<file path="config.mk">
export PLATFORM = sky130hd
export DESIGN_NAME = bbu_ctrl
export DESIGN_NICKNAME = d
export VERILOG_FILES = /design/src/rtl/core/bbu_pkg.sv /design/src/rtl/core/bbu_ctrl.sv
export SDC_FILE = /design/constraint.sdc
export NUM_CORES = 1
export LEC_CHECK = 0
export BUFFER_PORTS_ARGS = -buffer_cell sky130_fd_sc_hd__buf_2
export CAP_MARGIN = 20
export CORE_AREA = 2 2 39 41
export DETAILED_ROUTE_END_ITERATION = 10
export DIE_AREA = 0 0 41 43
export PLACE_DENSITY = 0.3
export SLEW_MARGIN = 20
export SYNTH_ARGS = -nofsm -noshare
export SYNTH_HDL_FRONTEND = slang
export SYNTH_SLANG_ARGS = --single-unit
</file>
<file path="constraint.sdc">
create_clock -name clk_i -period 1.5 [get_ports clk_i]
set_clock_uncertainty 0.15 [all_clocks]
set_input_delay 0.3 -clock clk_i [delete_from_list [all_inputs] [get_ports clk_i]]
set_output_delay 0.3 -clock clk_i [all_outputs]
set_load 0.05 [all_outputs]
</file>
<file path="src/rtl/core/bbu_pkg.sv">
`default_nettype none

package bbu_pkg;

  // Default number of entries in each stack.
  localparam int unsigned DefaultDepth = 1024;

  // Request codes.
  typedef enum logic [1:0] {
    CMD_APPEND = 2'd0,
    CMD_UNDO   = 2'd1,
    CMD_QLAST  = 2'd2,
    CMD_QBAL   = 2'd3
  } cmd_e;

  // Bracket kind code that names no bracket.
  localparam logic [1:0] KindInvalid = 2'd3;

  // Controller states.
  typedef enum logic [1:0] {
    ST_IDLE,
    ST_READ,
    ST_EXEC
  } state_e;

  // Commands from the controller to the datapath.
  typedef struct packed {
    logic capture;
    logic read;
    logic execute;
  } ctrl_cmd_t;

  // Status from the datapath to the controller.
  typedef struct packed {
    logic needs_out;
    logic out_free;
  } dp_status_t;

endpackage

`default_nettype wire

</file>
<file path="src/rtl/core/bbu_ctrl.sv">
`default_nettype none

module bbu_ctrl (
  input  wire logic               clk_i,
  input  wire logic               rst_ni,
  input  wire logic               in_valid_i,
  output logic                    in_ready_o,
  input  wire bbu_pkg::dp_status_t status_i,
  output bbu_pkg::ctrl_cmd_t      cmd_o
);
  import bbu_pkg::*;

  state_e state_q, state_d;
  logic   exec_go;

  // State register.
  always_ff @(posedge clk_i or negedge rst_ni) begin
    if (!rst_ni) begin
      state_q <= ST_IDLE;
    end else begin
      state_q <= state_d;
    end
  end

  // Next state and commands. A request may be taken in the same cycle as the
  // previous one completes, so a new request goes straight from EXEC to READ.
  always_comb begin
    exec_go     = !status_i.needs_out || status_i.out_free;
    in_ready_o  = (state_q == ST_IDLE) || ((state_q == ST_EXEC) && exec_go);
    cmd_o.capture = in_valid_i && in_ready_o;
    cmd_o.read    = (state_q == ST_READ);
    cmd_o.execute = (state_q == ST_EXEC) && exec_go;
    state_d     = state_q;
    unique case (state_q)
      ST_IDLE: begin
        if (cmd_o.capture) state_d = ST_READ;
      end
      ST_READ: begin
        state_d = ST_EXEC;
      end
      ST_EXEC: begin
        if (exec_go) state_d = cmd_o.capture ? ST_READ : ST_IDLE;
      end
      default: begin
        state_d = ST_IDLE;
      end
    endcase
  end

endmodule

`default_nettype wire

</file>
==> qor.csv <==
metric;value;unit
drv_cap;0;
whs_path_depth;2;
ys_seq_area_frac;0.412;
total_power;0.288;mW
antenna-diode-count;0;
ant_nets;0;
clkSinkCount;2;
num_vias;129;
leakage;0.132;nW
p_per_area;1100;nW/um^2
synth_area_leaders;dfrtp_1 (41%), nor3b_1 (12%), and3b_2 (8.2%);
numCtsBuffers;3;
syn-cell-area;121;um^2
yosysWarnings;0;
dpl.hpwl;225;um
die-area;1760;um^2
gp_congestion;0.595;
syn_avg_cell_area;10.1;um^2
timing.fmax;609;MHz
cts_tree;yes;
hold_path_startpoint;in_valid_i;
drc;0;
slew_violations;0;
worstPathRequired;1.05;ns
ir_worst_vdd;0.000322;V
synthToLayoutAreaGrowth;115;%
die_h;43;um
whs_endpoint;state_q[0];
max_stage_delay;0.37;ns
coreArea;1380;um^2
ys_seq_elements;2;
grt-ovfl-total;0;
wl;299;um
synth_top_family_by_area;simple AND/OR/NAND/NOR gates;
wl_per_cell;7.29;um
synth_cells;12;
synthMuxAreaShare;0;
period_needed;1.64;ns
largest_register_ffs;2;
cp_max_fo;3;
fin_crit_sh;1.10;
fp-row-count;14;
regMostFlops;state_q;
synth_top_area_frac;0.412;
reg.largest.list;state_q: 2 flops;
rrSetupSlack;0.29;ns
yosys.area.top_type;dfrtp_1;
worst_skew_pair.late_latency;0.22;ns
vias_per_cell;3.15;
reg2reg_depth;3;
cp_slowest_cell;dfrtp_1;
drt_first_iter_violations;0;
worst_slew_pin_slew;0.176;ns
initial_core_util;0.0877;
grt_use_total;0.0462;
hold_path_class;in -> reg;
antenna_found_initial;0;
grt_max_degree;6;
synthAdderAreaFrac;0;
grt_setup_unrepaired;true;
synth_compound_area_frac;0.0722;
end_kind;output pin;
syn-num-nets;17;
critPathArrivalTime;1.19;ns
grt_pass1_wl;483;um
h-tree-depth;1;
drive_gt1_frac;0.800;
nets;32;
path_cells;and3b_2, nor3b_4, buf_6;
status;complete, but fails checks;
hold_viol;0;
worstSetupStartpointType;flip-flop;
rr_endpoint;state_q[1];
root_buffer;clkbuf_4;
drt_pass1_iterations;1;
synth_xor_area_frac;0;
setup_violations;3;
r2r_start;state_q[1];
fin_util;0.189;
ys_types;10;
clockBufferDepth;2;
worstSetupPathType;reg -> out;
grt_pass1_vias;156;
hold-worst-slack;0.200;ns
io_buffers;8;
worst_slack;-0.143;ns
relSlewSlack;0.882;
violations;setup timing;
clkTransAtPathRegs;0.03;ns
yosys.area_share.simple;0.423;
io_pins;9;
die_width;41;um
how the worst max path moves through the flow:
| stage | from | slack, ns | to |
|---|---|---|---|
| global placement | status_i[1] | -0.01 | cmd_o[2] |
| CTS | state_q[1] | -0.16 | cmd_o[2] |
| global route | state_q[1] | -0.19 | cmd_o[2] |
| finish | state_q[1] | -0.14 | cmd_o[2] |
| detailed placement | status_i[1] | -0.02 | cmd_o[2] |
| floorplan | state_q[1] | -0.04 | cmd_o[2] |
where the power goes:
part	leakage [nW]	switching [mW]	internal, mW
registers	0.0241	0.00636	0.0607
logic	0.0936	0.0573	0.0462
clock network	0.0138	0.0292	0.0882
total	0.132	0.0928	0.195
synth_stat cells (all sizes together):
cell    instances
a21o            1
nor3b           2
and3            1
nand2b          1
nor2            1
inv             1
and2b           1
and3b           1
buf             1
dfrtp           2
worst max-delay path, delay by kind of cell, from the launching register on:
family / cells / cell delay, ns
flip-flops: 1 / 0.37
AND/OR/NAND/NOR: 2 / 0.42
buffers and inverters: 1 / 0.18
repair_timing:
item	4_1_cts	5_1_grt
buffers inserted	0	1
endpoints found under the hold margin	2	0
gates resized for setup	9	0
setup endpoints to repair	4	4
pin swaps	1	0
hold buffers	1	0
per-stage QoR:
stage	std cells	TNS, ns	area, um^2	setup WS, ns
floorplan	12	-0.0379	135	-0.0379
global placement	36	-0.0145	195	-0.0145
detailed placement	36	-0.0156	195	-0.0156
CTS	40	-0.244	254	-0.155
global route	41	-0.340	262	-0.193
finish	41	-0.205	262	-0.143
logic make-up after synthesis:
logic type / count (synthesis)
DFF: 2
buffers and inverters: 2
AOI/OAI and AO/OA: 1
and+or+nand+nor: 7
layout by cell type (no fill, tap or decap):
master / count
and3b_2: 1
dfrtp_2: 1
a21o_2: 1
nor2_2: 1
inv_1: 1
dfrtp_1: 1
clkbuf_4: 3
nor3b_4: 1
buf_6: 4
buf_2: 4
and3_2: 1
and2b_2: 1
nor3b_1: 1
dlygate4sd3_1: 1
nand2b_1: 1
buf_4: 2
area by class of cell:
cell class / instances / area, um^2
fill: 157 / 1120
timing repair buffer: 11 / 90.1
multi-input combinational: 8 / 73.8
sequential: 2 / 51.3
clock buffer: 3 / 22.5
tap: 16 / 20.0
inverter: 1 / 3.75
metal layers:
| metal | vias up | wire length [um] | track usage |
|---|---|---|---|
| met3 | 0 | 34 | 0.0314 |
| met4 | 0 | 0 | 0.0600 |
| met2 | 6 | 140 | 0.0594 |
| li1 | 65 | - | - |
| met1 | 58 | 124 | 0.0386 |
| met5 | - | 0 | 0 |
Note: power is estimated with default switching activity, not from simulation.
